<file path="config.mk">
export PLATFORM = sky130hd
export DESIGN_NAME = source_text_tokenizer_top
export DESIGN_NICKNAME = d
export VERILOG_FILES = /design/src/stok_pkg.sv /design/src/stok_classify.sv /design/src/stok_lexer.sv /design/src/stok_result_fifo.sv /design/src/source_text_tokenizer_top.sv
export VERILOG_INCLUDE_DIRS = /design/src /design/src/src
export SDC_FILE = /design/constraint.sdc
export NUM_CORES = 1
export LEC_CHECK = 0
export BUFFER_PORTS_ARGS = -buffer_cell sky130_fd_sc_hd__buf_4
export CAP_MARGIN = 20
export CORE_UTILIZATION = 36
export CTS_CLUSTER_SIZE = 24
export DETAILED_ROUTE_END_ITERATION = 8
export MAX_ROUTING_LAYER = met4
export PLACE_DENSITY = 0.5
export SLEW_MARGIN = 5
export SYNTH_ARGS = -nofsm -noshare
export SYNTH_HDL_FRONTEND = slang
export SYNTH_SLANG_ARGS = --single-unit
</file>
<file path="constraint.sdc">
create_clock -name clk -period 18.56 [get_ports clk]
set_input_delay 1.856 -clock clk [delete_from_list [all_inputs] [get_ports clk]]
set_output_delay 1.856 -clock clk [all_outputs]
set_load 0.02 [all_outputs]
</file>
<file path="src/assert_macros.svh">
// ----------------------------------------------------------------------------
// assertion macros
// shared concurrent check forms, clocked on clk and held off during reset
// ----------------------------------------------------------------------------
`ifndef ASSERT_MACROS_SVH
`define ASSERT_MACROS_SVH

// condition holds at every clock edge out of reset
`define CHK_ALWAYS(name, cond) \
    name: assert property (@(posedge clk) disable iff (!rst_n) (cond)) \
        else $error("assertion failed");

// consequent holds in the same cycle whenever the antecedent holds
`define CHK_IMPLIES(name, ante, cons) \
    name: assert property (@(posedge clk) disable iff (!rst_n) (ante) |-> (cons)) \
        else $error("assertion failed");

`endif

</file>
<file path="src/stok_pkg.sv">
// ----------------------------------------------------------------------------
// stok_pkg
// token codes, character classes and keyword table of the source tokenizer
// ----------------------------------------------------------------------------
`default_nettype none

package stok_pkg;

    // defaults of the top level parameters
    localparam int KEYWORD_MAX_CHARS_DEF = 9;
    localparam int LENGTH_BITS_DEF       = 12;
    localparam int POSITION_BITS_DEF     = 32;

    localparam int START_W   = 32;
    localparam int TYPE_W    = 5;
    // result word without the length field: kind, type, start, last
    localparam int REC_FIXED_W = 1 + TYPE_W + START_W + 1;

    // result queue
    localparam int FIFO_DEPTH = 4;
    localparam int PUSH_MAX   = 3;

    // result kinds
    localparam logic KIND_TOKEN = 1'b0;
    localparam logic KIND_ERROR = 1'b1;

    // token codes
    localparam logic [TYPE_W-1:0] TOK_LITERAL = 5'd0;
    localparam logic [TYPE_W-1:0] TOK_LT      = 5'd17;
    localparam logic [TYPE_W-1:0] TOK_GT      = 5'd18;
    localparam logic [TYPE_W-1:0] TOK_ASSIGN  = 5'd25;
    localparam logic [TYPE_W-1:0] TOK_EQ      = 5'd26;
    localparam logic [TYPE_W-1:0] TOK_NE      = 5'd27;
    localparam logic [TYPE_W-1:0] TOK_LE      = 5'd30;
    localparam logic [TYPE_W-1:0] TOK_GE      = 5'd31;

    // characters
    localparam logic [7:0] CH_NL    = 8'h0A;
    localparam logic [7:0] CH_SPACE = 8'h20;
    localparam logic [7:0] CH_BANG  = 8'h21;

    // keyword and symbol table, token code is index plus one
    localparam int KW_COUNT = 31;
    localparam int KW_CHARS = 9;

    // text is right aligned: char j of an n char word is byte n-1-j
    localparam logic [KW_CHARS-1:0][7:0] KW_TEXT [KW_COUNT] = '{
        "interface", "struct", "func", "for", "while", "return", "if",
        "+", "-", "*", "/", "'", "(", ")", "{", "}", "<", ">", "[", "]",
        ";", "?", ",", ":", "=", "==", "!=", ".", "static", "<=", ">="
    };

    localparam int KW_LEN [KW_COUNT] = '{
        9, 6, 4, 3, 5, 6, 2,
        1, 1, 1, 1, 1, 1, 1, 1, 1, 1, 1, 1, 1,
        1, 1, 1, 1, 1, 2, 2, 1, 6, 2, 2
    };

    // bytes that split tokens
    function automatic logic is_sep(input logic [7:0] c);
        is_sep = c inside {"/", "*", "+", "-", "<", ">", "(", ")", "{", "}",
                           "[", "]", ";", " ", 8'h09, "?", ",", ":", ".", "="};
    endfunction

    // printable ascii or newline
    function automatic logic is_printable(input logic [7:0] c);
        is_printable = (c inside {[8'h20:8'h7E]}) || (c == CH_NL);
    endfunction

endpackage

`default_nettype wire

</file>
<file path="src/stok_classify.sv">
// ----------------------------------------------------------------------------
// stok_classify
// matches a token prefix and length against the keyword and symbol table
// ----------------------------------------------------------------------------
`default_nettype none

module stok_classify #(
    parameter int KEYWORD_MAX_CHARS = stok_pkg::KEYWORD_MAX_CHARS_DEF,
    parameter int LENGTH_BITS       = stok_pkg::LENGTH_BITS_DEF
) (
    input  logic [KEYWORD_MAX_CHARS-1:0][7:0] prefix,
    input  logic [LENGTH_BITS-1:0]            length,
    output logic [stok_pkg::TYPE_W-1:0]       token_type
);
    import stok_pkg::*;

    logic hit;

    // all compares in parallel, words are distinct so at most one hits
    always_comb
    begin
        token_type = TOK_LITERAL;
        hit        = 1'b0;
        for (int i = 0; i < KW_COUNT; i++)
        begin
            hit = (length == LENGTH_BITS'(KW_LEN[i]));
            for (int j = 0; j < KW_CHARS; j++)
            begin
                if (j < KW_LEN[i])
                begin
                    if (prefix[j] != KW_TEXT[i][KW_LEN[i]-1-j])
                    begin
                        hit = 1'b0;
                    end
                end
            end
            if (hit)
            begin
                token_type = TYPE_W'(i + 1);
            end
        end
    end

endmodule

`default_nettype wire

</file>
<file path="src/stok_lexer.sv">
// ----------------------------------------------------------------------------
// stok_lexer
// per byte token state update, held token merge and result word build
// ----------------------------------------------------------------------------
`default_nettype none
`include "assert_macros.svh"

module stok_lexer #(
    parameter int KEYWORD_MAX_CHARS = stok_pkg::KEYWORD_MAX_CHARS_DEF,
    parameter int LENGTH_BITS       = stok_pkg::LENGTH_BITS_DEF,
    parameter int POSITION_BITS     = stok_pkg::POSITION_BITS_DEF
) (
    input  logic                  clk,
    input  logic                  rst_n,
    input  logic                  accept,
    input  logic [7:0]            char_byte,
    input  logic                  end_of_input,
    output logic [stok_pkg::PUSH_MAX-1:0] push_v,
    output logic [stok_pkg::PUSH_MAX-1:0][LENGTH_BITS+stok_pkg::REC_FIXED_W-1:0] push_rec
);
    import stok_pkg::*;

    localparam int KM = KEYWORD_MAX_CHARS;
    localparam int LB = LENGTH_BITS;
    localparam int PB = POSITION_BITS;

    typedef struct packed {
        logic              valid;
        logic [TYPE_W-1:0] ttype;
        logic [PB-1:0]     start;
        logic [LB-1:0]     len;
        logic              bang;
    } held_t;

    function automatic logic merge_ok(input held_t h, input logic [TYPE_W-1:0] ty);
        merge_ok = h.valid && (ty == TOK_ASSIGN) &&
                   ((h.ttype == TOK_ASSIGN) || (h.ttype == TOK_LT) ||
                    (h.ttype == TOK_GT) || h.bang);
    endfunction

    function automatic logic [TYPE_W-1:0] merged_type(input held_t h);
        if (h.bang)
            merged_type = TOK_NE;
        else if (h.ttype == TOK_ASSIGN)
            merged_type = TOK_EQ;
        else if (h.ttype == TOK_LT)
            merged_type = TOK_LE;
        else
            merged_type = TOK_GE;
    endfunction

    logic [PB-1:0]           pos_reg, pos_next;
    logic [KM-1:0][7:0]      pre_reg, pre_next;
    logic [LB-1:0]           len_reg, len_next;
    logic [PB-1:0]           cur_start_reg, cur_start_next;
    held_t                   held_reg, held_next;
    logic                    discard_reg, discard_next;

    logic [TYPE_W-1:0]       type_a, type_b;
    logic                    c1, do_c1, do_c2, merge1, merge2;
    logic                    emit1, emit2, append, bang_a, bang_b;
    logic [LB-1:0]           len1, len2;
    logic [KM-1:0][7:0]      pre1, pre2;
    logic [PB-1:0]           start2;
    held_t                   h1, h2;

    // token in progress, and the token after this byte is appended
    stok_classify #(
        .KEYWORD_MAX_CHARS (KM),
        .LENGTH_BITS       (LB)
    ) u_class_a (
        .prefix     (pre_reg),
        .length     (len_reg),
        .token_type (type_a)
    );

    stok_classify #(
        .KEYWORD_MAX_CHARS (KM),
        .LENGTH_BITS       (LB)
    ) u_class_b (
        .prefix     (pre2),
        .length     (len2),
        .token_type (type_b)
    );

    always_comb
    begin
        // close on a separator or newline byte, or after a lone separator token
        c1     = ((len_reg == LB'(1)) && is_sep(pre_reg[0])) || is_sep(char_byte) ||
                 (char_byte == CH_NL);
        do_c1  = c1 && (len_reg != '0);
        bang_a = (len_reg == LB'(1)) && (pre_reg[0] == CH_BANG);
        merge1 = do_c1 && merge_ok(held_reg, type_a);
        emit1  = do_c1 && !merge1 && held_reg.valid;

        h1 = held_reg;
        if (merge1)
        begin
            h1.ttype = merged_type(held_reg);
            h1.start = pos_reg - PB'(2);
            h1.len   = LB'(2);
            h1.bang  = 1'b0;
        end
        else if (do_c1)
        begin
            h1.valid = 1'b1;
            h1.ttype = type_a;
            h1.start = cur_start_reg;
            h1.len   = len_reg;
            h1.bang  = bang_a;
        end

        len1 = c1 ? '0 : len_reg;
        pre1 = c1 ? '0 : pre_reg;

        // space and newline are dropped, everything else joins the token
        append = (char_byte != CH_SPACE) && (char_byte != CH_NL);
        start2 = (append && (len1 == '0)) ? pos_reg : cur_start_reg;
        pre2   = pre1;
        for (int i = 0; i < KM; i++)
        begin
            if (append && (len1 == LB'(i)))
            begin
                pre2[i] = char_byte;
            end
        end
        len2 = (append && (len1 != '1)) ? len1 + LB'(1) : len1;

        // end of text closes the grown token at the next position
        do_c2  = len2 != '0;
        bang_b = (len2 == LB'(1)) && (pre2[0] == CH_BANG);
        merge2 = do_c2 && merge_ok(h1, type_b);
        emit2  = do_c2 && !merge2 && h1.valid;

        h2 = h1;
        if (merge2)
        begin
            h2.ttype = merged_type(h1);
            h2.start = pos_reg - PB'(1);
            h2.len   = LB'(2);
            h2.bang  = 1'b0;
        end
        else if (do_c2)
        begin
            h2.valid = 1'b1;
            h2.ttype = type_b;
            h2.start = start2;
            h2.len   = len2;
            h2.bang  = bang_b;
        end

        push_rec[0] = {KIND_TOKEN, held_reg.ttype, START_W'(held_reg.start), held_reg.len, 1'b0};
        push_rec[1] = {KIND_TOKEN, h1.ttype, START_W'(h1.start), h1.len, 1'b0};
        push_rec[2] = {KIND_TOKEN, h2.ttype, START_W'(h2.start), h2.len, 1'b1};

        push_v         = '0;
        pos_next       = pos_reg;
        pre_next       = pre_reg;
        len_next       = len_reg;
        cur_start_next = cur_start_reg;
        held_next      = held_reg;
        discard_next   = discard_reg;

        if (accept)
        begin
            if (discard_reg)
            begin
                if (end_of_input)
                begin
                    pos_next       = '0;
                    pre_next       = '0;
                    len_next       = '0;
                    cur_start_next = '0;
                    held_next      = '0;
                    discard_next   = 1'b0;
                end
            end
            else if (!is_printable(char_byte))
            begin
                push_v[0]      = 1'b1;
                push_rec[0]    = {KIND_ERROR, TOK_LITERAL, START_W'(pos_reg), LB'(0), 1'b1};
                pos_next       = '0;
                pre_next       = '0;
                len_next       = '0;
                cur_start_next = '0;
                held_next      = '0;
                discard_next   = !end_of_input;
            end
            else if (end_of_input)
            begin
                push_v         = {h2.valid, emit2, emit1};
                pos_next       = '0;
                pre_next       = '0;
                len_next       = '0;
                cur_start_next = '0;
                held_next      = '0;
            end
            else
            begin
                push_v[0]      = emit1;
                pos_next       = pos_reg + PB'(1);
                pre_next       = pre2;
                len_next       = len2;
                cur_start_next = start2;
                held_next      = h1;
            end
        end
    end

    always_ff @(posedge clk or negedge rst_n)
    begin
        if (!rst_n)
        begin
            pos_reg       <= '0;
            pre_reg       <= '0;
            len_reg       <= '0;
            cur_start_reg <= '0;
            held_reg      <= '0;
            discard_reg   <= 1'b0;
        end
        else
        begin
            pos_reg       <= pos_next;
            pre_reg       <= pre_next;
            len_reg       <= len_next;
            cur_start_reg <= cur_start_next;
            held_reg      <= held_next;
            discard_reg   <= discard_next;
        end
    end

    // while discarding, no token state survives
    `CHK_IMPLIES(a_discard_clean, discard_reg, !held_reg.valid && (len_reg == '0))
    // a held bang is always a lone literal byte
    `CHK_IMPLIES(a_bang_shape, held_reg.bang, (held_reg.ttype == TOK_LITERAL) && (held_reg.len == LB'(1)))

endmodule

`default_nettype wire

</file>
<file path="src/stok_result_fifo.sv">
// ----------------------------------------------------------------------------
// stok_result_fifo
// small result queue taking up to three words a cycle, giving one
// ----------------------------------------------------------------------------
`default_nettype none
`include "assert_macros.svh"

module stok_result_fifo #(
    parameter int WIDTH = stok_pkg::REC_FIXED_W + stok_pkg::LENGTH_BITS_DEF
) (
    input  logic                                  clk,
    input  logic                                  rst_n,
    input  logic [stok_pkg::PUSH_MAX-1:0]         push_v,
    input  logic [stok_pkg::PUSH_MAX-1:0][WIDTH-1:0] push_rec,
    output logic                                  room,
    input  logic                                  pop,
    output logic                                  head_valid,
    output logic [WIDTH-1:0]                      head
);
    import stok_pkg::*;

    localparam int PW = $clog2(FIFO_DEPTH);
    localparam int CW = $clog2(FIFO_DEPTH + 1);

    logic [WIDTH-1:0] mem [FIFO_DEPTH];
    logic [PW-1:0]    wr_ptr_reg, wr_ptr_next;
    logic [PW-1:0]    rd_ptr_reg, rd_ptr_next;
    logic [CW-1:0]    count_reg, count_next;
    logic [1:0]       off2;
    logic [1:0]       total;
    logic [CW:0]      fill_sum;

    // words are packed in order behind the write pointer
    always_comb
    begin
        off2        = {1'b0, push_v[0]} + {1'b0, push_v[1]};
        total       = off2 + {1'b0, push_v[2]};
        fill_sum    = (CW+1)'(count_reg) + (CW+1)'(total);
        wr_ptr_next = wr_ptr_reg + PW'(total);
        rd_ptr_next = rd_ptr_reg + PW'(pop);
        count_next  = count_reg + CW'(total) - CW'(pop);
    end

    assign room       = count_reg <= CW'(FIFO_DEPTH - PUSH_MAX);
    assign head_valid = count_reg != '0;
    assign head       = mem[rd_ptr_reg];

    always_ff @(posedge clk)
    begin
        if (push_v[0])
            mem[wr_ptr_reg] <= push_rec[0];
        if (push_v[1])
            mem[wr_ptr_reg + PW'(push_v[0])] <= push_rec[1];
        if (push_v[2])
            mem[wr_ptr_reg + PW'(off2)] <= push_rec[2];
    end

    always_ff @(posedge clk or negedge rst_n)
    begin
        if (!rst_n)
        begin
            wr_ptr_reg <= '0;
            rd_ptr_reg <= '0;
            count_reg  <= '0;
        end
        else
        begin
            wr_ptr_reg <= wr_ptr_next;
            rd_ptr_reg <= rd_ptr_next;
            count_reg  <= count_next;
        end
    end

    // a burst never lands on unread words
    `CHK_ALWAYS(a_no_overflow, fill_sum <= (CW+1)'(FIFO_DEPTH))
    // only a stored word is taken
    `CHK_IMPLIES(a_no_underflow, pop, count_reg != '0)

endmodule

`default_nettype wire

</file>
<file path="src/source_text_tokenizer_top.sv">
// ----------------------------------------------------------------------------
// source_text_tokenizer_top
// byte stream lexer: splits, classifies and merges tokens, flags bad bytes
// ----------------------------------------------------------------------------
//
// channel   direction  handshake             word
// input     in         in_valid / in_ready   char_byte, end_of_input
// result    out        out_valid / out_ready result_kind, token_type,
//                                            token_start, token_length, last_token
//
// one byte is taken per cycle while the queue has room; the lexer state updates in the same cycle
// a byte yields zero to three words, the three only on the end of text byte
// results sit in a four word queue; a byte is taken while one or fewer wait,
// so with out_ready high the block keeps one byte and one word per cycle,
// apart from stalls while the queue drains after an end of text byte
// the first result word is visible the cycle after its byte is taken
// asynchronous reset empties the queue and clears all token state
// ----------------------------------------------------------------------------
`default_nettype none

module source_text_tokenizer_top #(
    parameter int KEYWORD_MAX_CHARS = stok_pkg::KEYWORD_MAX_CHARS_DEF,
    parameter int LENGTH_BITS       = stok_pkg::LENGTH_BITS_DEF,
    parameter int POSITION_BITS     = stok_pkg::POSITION_BITS_DEF
) (
    input  logic                         clk,
    input  logic                         rst_n,
    // source bytes
    input  logic                         in_valid,
    output logic                         in_ready,
    input  logic [7:0]                   char_byte,
    input  logic                         end_of_input,
    // result words
    output logic                         out_valid,
    input  logic                         out_ready,
    output logic                         result_kind,
    output logic [stok_pkg::TYPE_W-1:0]  token_type,
    output logic [stok_pkg::START_W-1:0] token_start,
    output logic [LENGTH_BITS-1:0]       token_length,
    output logic                         last_token
);
    import stok_pkg::*;

    localparam int REC_W = LENGTH_BITS + REC_FIXED_W;

    logic                             accept;
    logic                             pop;
    logic [PUSH_MAX-1:0]              push_v;
    logic [PUSH_MAX-1:0][REC_W-1:0]   push_rec;
    logic [REC_W-1:0]                 head;

    // byte taken whenever the queue can absorb a worst case burst
    assign accept = in_valid && in_ready;
    assign pop    = out_valid && out_ready;

    // token state, keyword match and merge of the held token
    stok_lexer #(
        .KEYWORD_MAX_CHARS (KEYWORD_MAX_CHARS),
        .LENGTH_BITS       (LENGTH_BITS),
        .POSITION_BITS     (POSITION_BITS)
    ) u_lexer (
        .clk          (clk),
        .rst_n        (rst_n),
        .accept       (accept),
        .char_byte    (char_byte),
        .end_of_input (end_of_input),
        .push_v       (push_v),
        .push_rec     (push_rec)
    );

    // output queue, also the register between the two sides
    stok_result_fifo #(
        .WIDTH (REC_W)
    ) u_fifo (
        .clk        (clk),
        .rst_n      (rst_n),
        .push_v     (push_v),
        .push_rec   (push_rec),
        .room       (in_ready),
        .pop        (pop),
        .head_valid (out_valid),
        .head       (head)
    );

    // word layout: kind, type, start, length, last
    assign {result_kind, token_type, token_start, token_length, last_token} = head;

endmodule

`default_nettype wire

</file>
==> reports/qor.txt, run 1 <==
Initial DRT Pass Iterations: 6
Placed Cells: 3839
Total Power: 3.12 mW
Combinational Power Share: 32.9%
Starting density of the core: 36.5%
Top Ports: 66
Initial antenna violation count: 1
P_int: 1.94 mW
Fin Setup TNS: 0 ns
Status: complete, no violations
Most area-hungry cell type in the Yosys netlist: edfxtp_1
Layout area overhead: 11.1%
Final worst slack: 7.35 ns
Vias in the first global route: 24800
Share of cells above drive strength 1: 12.0%
Required @ worst endpoint: 19.01 ns
First-pass GRT wire length: 174000 um
Worst min-delay path startpoint: u_lexer.pre_reg[58]
DRC Markers: 0
Cell Area, Synth: 27700 um2
CTS tree: done
Synth unique cells: 110
Gr usage total: 30.7%
WL final: 118000 um
CP endpoint kind: flip-flop
Fillers: 7513
Met3 Use GR: 4.91%
Area contributors post-synth: edfxtp_1 21%, dfrtp_1 19%, nand2_1 5.1%
M1 GR Usage: 43.3%
Clock share of power: 33.1%
Post-CTS Setup Inserts: 0
CP startpoint: char_byte[1]
Crit-path slowest cell: nand3_2
Hold Path Class: flip-flop to flip-flop
Leak: 11.3 nW
Synth Register Bits: 411
Met2 GRT Util: 44.7%
Post-route ant nets: 0
Register area share after synthesis: 40.5%
Final weighted congestion in routability-driven placement: 0.969
Fmax: 89.2 MHz
Peak VDD IR: 0.0000817 V
Worst-Skew Late Latency: 0.66 ns
Most frequent cells in the layout: 370 x nand2_1, 218 x nor2_1, 205 x dfrtp_1, 196 x edfxtp_1, 192 x nor3_1
Core Area: 76100 um2
Die W: 280 um
Pin count of the biggest net entering global routing: 88
Clock Path Buffers: 3
Sw Ratio: 37.7%
Beginning of the worst register-to-register path: u_lexer.pre_reg[5]
Final min period: 11.21 ns
Post-Layout Cell Count: 3931
Crit Path Category: primary input to flip-flop
Power Density: 101 nW/um2
Cells after Synth: 2946
Max Fanout on Critical Path: 55
Synth warn: 0
Port Buf Inserts: 65
Post-CTS Resized: 0
Crit start category: primary input
Endpoints failing setup: 0
Max reg flops: 204
Rows: 101
Hold_buf cts: 0
Setup Skew: 0.0642 ns
Number of CTS-inserted buffers: 50
Max_cap viols: 0
Slowest stage delay, CP: 0.90 ns
Final nets: 2892
HPWL after detailed placement: 77600 um
Die area: 78200 um2
RSZ-0062 raised after global routing: false
Period utilization: 60.4%
Most common cell after layout, fill and taps aside: nand2_1
Setup WS pre-CTS: 6.91 ns
Total number of vias: 26100
Worst slew pin tran: 1.11 ns
CTS sink cnt: 411
EDFF count, synth: 196
Ant. Diodes: 0
Avg Vias per Cell: 6.64
CTS HTree Levels: 2
Top Family by Delay on Critical Path: simple AND/OR/NAND/NOR gates
GR peak layer: met2
Pins over their slew limit: 0
Crit path DAT: 11.66 ns
1st-iter DRT viols: 3555
Sequential share of power: 34.0%
Final hold vios: 0
Top-area cell type share of the netlist area: 21.2%
NetSw: 1.18 mW
Most used DFF post-synth: dfrtp_1
Wire length per cell: 30.0 um
Syn Nets: 2977
Clock slew at reported path FFs: 0.07 ns
Ys async rst share: 50.4%
Syn avg cell area: 9.42 um2
GRT Residual Overflow: 0
Die Ht: 280 um
Root buffer cell: clkbuf_16
Slew margin rel.: 24.9%
CP Buf/Inv Count: 3
Yosys cell counts, types with 48 or more instances:
master	instances
nor2_1	221
buf_2	53
a21oi_1	80
nand2_1	375
nor3_1	193
dfrtp_1	207
or3_1	48
mux4_2	51
a221o_1	117
nand3_1	79
nand4_1	49
clkbuf_1	185
a22o_1	127
xnor2_1	49
o21ai_0	121
edfxtp_1	196
mux2i_1	103
tightest hold or removal path, cell delays in order (launching register included):
cell and delay (ns):
dfrtp_1 0.35, nand2_1 0.05, nand2_1 0.05
layer usage:
layer / vias up / wire [um]
met1: 13200 / 51600
met2: 1518 / 51900
met5: - / 0
met3: 255 / 10700
li1: 11200 / -
met4: 0 / 3800
through the flow:
step | hold WS [ns] | instance area, um2 | util, %
floorplan | 0.440 | 27700 | -
global placement | 0.461 | 29100 | 38.3
detailed placement | 0.463 | 29100 | 38.3
CTS | 0.480 | 30800 | 40.5
global route | 0.508 | 30800 | 40.5
finish | 0.478 | 30800 | 40.5
worst paths after layout:
kind,slack (ns),depth (start not counted),endpoint
worst min-delay path,0.48,2,u_lexer.pre_reg[58]
min in group asynchronous,1.27,1,u_lexer.pre_reg[18]
worst max-delay path,7.35,28,u_fifo.mem[0][2]
worst max register to register,8.28,28,u_fifo.mem[0][2]
max in group asynchronous,15.10,3,u_lexer.held_reg[1]
worst min register to register,0.48,2,u_lexer.pre_reg[58]
cell type report:
class / instances / area, um2 / share of cell area [%]
clock buffer: 66 / 1380 / 4.49
timing repair buffer: 125 / 946 / 3.07
clock inverter: 26 / 322 / 1.04
multi-input combinational: 2249 / 15600 / 50.5
sequential: 411 / 11200 / 36.4
inverter: 24 / 90.1 / 0.292
tap: 1030 / 1290 / 4.18
logic make-up after synthesis:
family / count (synthesis) / synth area share, %
buf+inv: 286 / 4.23
fa+ha+maj: 18 / 0.866
simple gates: 1224 / 22.2
xor+xnor: 89 / 2.81
mux: 157 / 7.98
compound gates: 761 / 21.5
flops: 411 / 40.5
power by group through the flow:
stage / Clock [mW] / Sequential (mW) / Combinational, mW
4_1_cts: 1.05 / 1.06 / 1.02
6_report: 1.03 / 1.06 / 1.03
5_1_grt: 1.08 / 1.07 / 1.08
3_3_place_gp: 0 / 1.08 / 1.02
2_1_floorplan: 0 / 1.03 / 0.673
3_5_place_dp: 0 / 1.08 / 1.02
(Power assumes the default switching activity.)
==> run 2: changes to the inputs <==
PLACE_DENSITY = 0.52   (was 0.5)
clock period = 9 ns   (was 18.56 ns; I/O delays follow)
==> run 2 against run 1 <==
Effect of this change: clock skew is 0.018 ns lower; die area stayed put; combinational power is 110% higher; sequential share of layout area is 0.68 points lower; critical path depth is 1 higher; critical endpoint is now u_fifo.mem[1][45]; total power is 110% higher; hold slack worse by 0.22 ns; critical path type is now flip-flop to flip-flop; sequential power is 110% higher; first-iteration DRC count is 6.6% lower.
==> reports/qor.txt, run 2 (same netlist as run 1, synthesis figures left out) <==
Util after Layout: 41.3%
Final nets: 2945
Initial antenna violation count: 0
Total number of vias: 26200
Worst hold margin: 0.260 ns
Max Fanout on Critical Path: 22
Hold_buf cts: 0
Root buffer cell: clkbuf_16
Share of cells above drive strength 1: 13.8%
1st-iter DRT viols: 3320
Max reg flops: 204
Fillers: 7490
Slowest stage delay, CP: 0.83 ns
Ant. Diodes: 0
CTS tree: done
Die area: 78200 um2
CTS sink cnt: 411
Total Power: 6.59 mW
Port Buf Inserts: 65
Slew margin rel.: 32.7%
Crit start category: flip-flop
Most frequent cells in the layout: 370 x nand2_1, 218 x nor2_1, 205 x dfrtp_1, 196 x edfxtp_1, 192 x nor3_1
Fin Setup TNS: 0 ns
Post-CTS Resized: 0
R2r setup slk: 0.80 ns
Starting density of the core: 36.5%
Worst-Skew Late Latency: 0.64 ns
Pin count of the biggest net entering global routing: 124
DRC Markers: 0
Beginning of the worst register-to-register path: u_lexer.pre_reg[0]
GRT Residual Overflow: 0
Wire length per cell: 29.3 um
Crit Path Category: flip-flop to flip-flop
Initial DRT Pass Iterations: 6
Post-route ant nets: 0
First-pass GRT wire length: 173000 um
Final weighted congestion in routability-driven placement: 1.03
Layout area overhead: 13.2%
Status: complete, no violations
CP endpoint kind: flip-flop
Die W: 280 um
Post-CTS Setup Inserts: 0
Avg Vias per Cell: 6.58
Required @ worst endpoint: 9.46 ns
Core Area: 76100 um2
FF-to-FF path depth: 29
Leak: 11.7 nW
Power Density: 210 nW/um2
Top Ports: 66
Die Ht: 280 um
Crit-path slowest cell: dfrtp_1
Endpoints failing setup: 0
HPWL after detailed placement: 80700 um
Worst slew pin tran: 1.01 ns
Period utilization: 91.2%
CP startpoint: u_lexer.pre_reg[0]
Vias in the first global route: 24900
Hold Path Class: primary input to async pin
RSZ-0062 raised after global routing: false
Crit path DAT: 8.67 ns
Clock Path Buffers: 3
Crit path to: u_fifo.mem[1][45]
Rows: 101
Setup Skew: 0.0457 ns
Most common cell after layout, fill and taps aside: nand2_1
Final hold vios: 0
Max_cap viols: 0
WL final: 117000 um
Number of CTS-inserted buffers: 51
Post-DP Area: 29500 um2
Pins over their slew limit: 0
Final min period: 8.20 ns
R2R Path End: u_fifo.mem[1][45]
Peak VDD IR: 0.000158 V
Design area: 31400 um2
Fmax: 122 MHz
CTS HTree Levels: 2
Gr usage total: 30.3%
Clock slew at reported path FFs: 0.06 ns
-- run 2: critical path: cells and delay by family (launching register included) --
kind | cells | cell delay [ns]
compound gates | 10 | 3.12
xor+xnor | 2 | 0.32
simple gates | 9 | 1.60
fa+ha+maj | 3 | 0.75
mux | 2 | 0.66
flops | 1 | 0.83
buf+inv | 3 | 0.76
-- run 2: area by class of cell --
cell class,instances,area [um2],share of cell area [%]
Timing Repair Buffer,177,1420,4.53
Tap cell,1030,1290,4.10
Clock buffer,61,1350,4.31
Sequential cell,411,11200,35.8
Inverter,24,90.1,0.287
Multi-Input combinational cell,2249,15500,49.4
Clock inverter,34,503,1.60
-- run 2: how the worst min path moves through the flow --
| stage | to | slack (ns) | depth (start not counted) |
|---|---|---|---|
| 6_report | u_lexer.pre_reg[65] | 0.26 | 1 |
| 2_1_floorplan | u_lexer.pre_reg[58] | 0.44 | 2 |
| 3_5_place_dp | u_lexer.pre_reg[58] | 0.47 | 2 |
| 5_1_grt | u_lexer.pre_reg[55] | 0.31 | 1 |
| 3_3_place_gp | u_lexer.pre_reg[58] | 0.46 | 2 |
| 4_1_cts | u_lexer.pre_reg[48] | 0.29 | 1 |
-- run 2: per-layer routing --
layer  vias up  track usage (%)  share of wire (%)
met1     13200             43.5                 45
met2      1478             43.5                 43
li1      11300                -                  -
met3       221             5.21                9.2
met5         -                -                  0
met4         0             8.80                3.0
-- run 2: power by group --
group / switching, mW / internal, mW
clock network: 0.902 / 1.37
registers: 0.139 / 2.05
logic: 1.36 / 0.764
-- run 2: through the flow --
step                      instances  worst slack (ns)
after global routing           3986             0.344
after CTS                      3984              1.01
final                          3986             0.796
after floorplan                2946             0.107
after detailed placement       3889             0.441
after global placement         3889             0.605
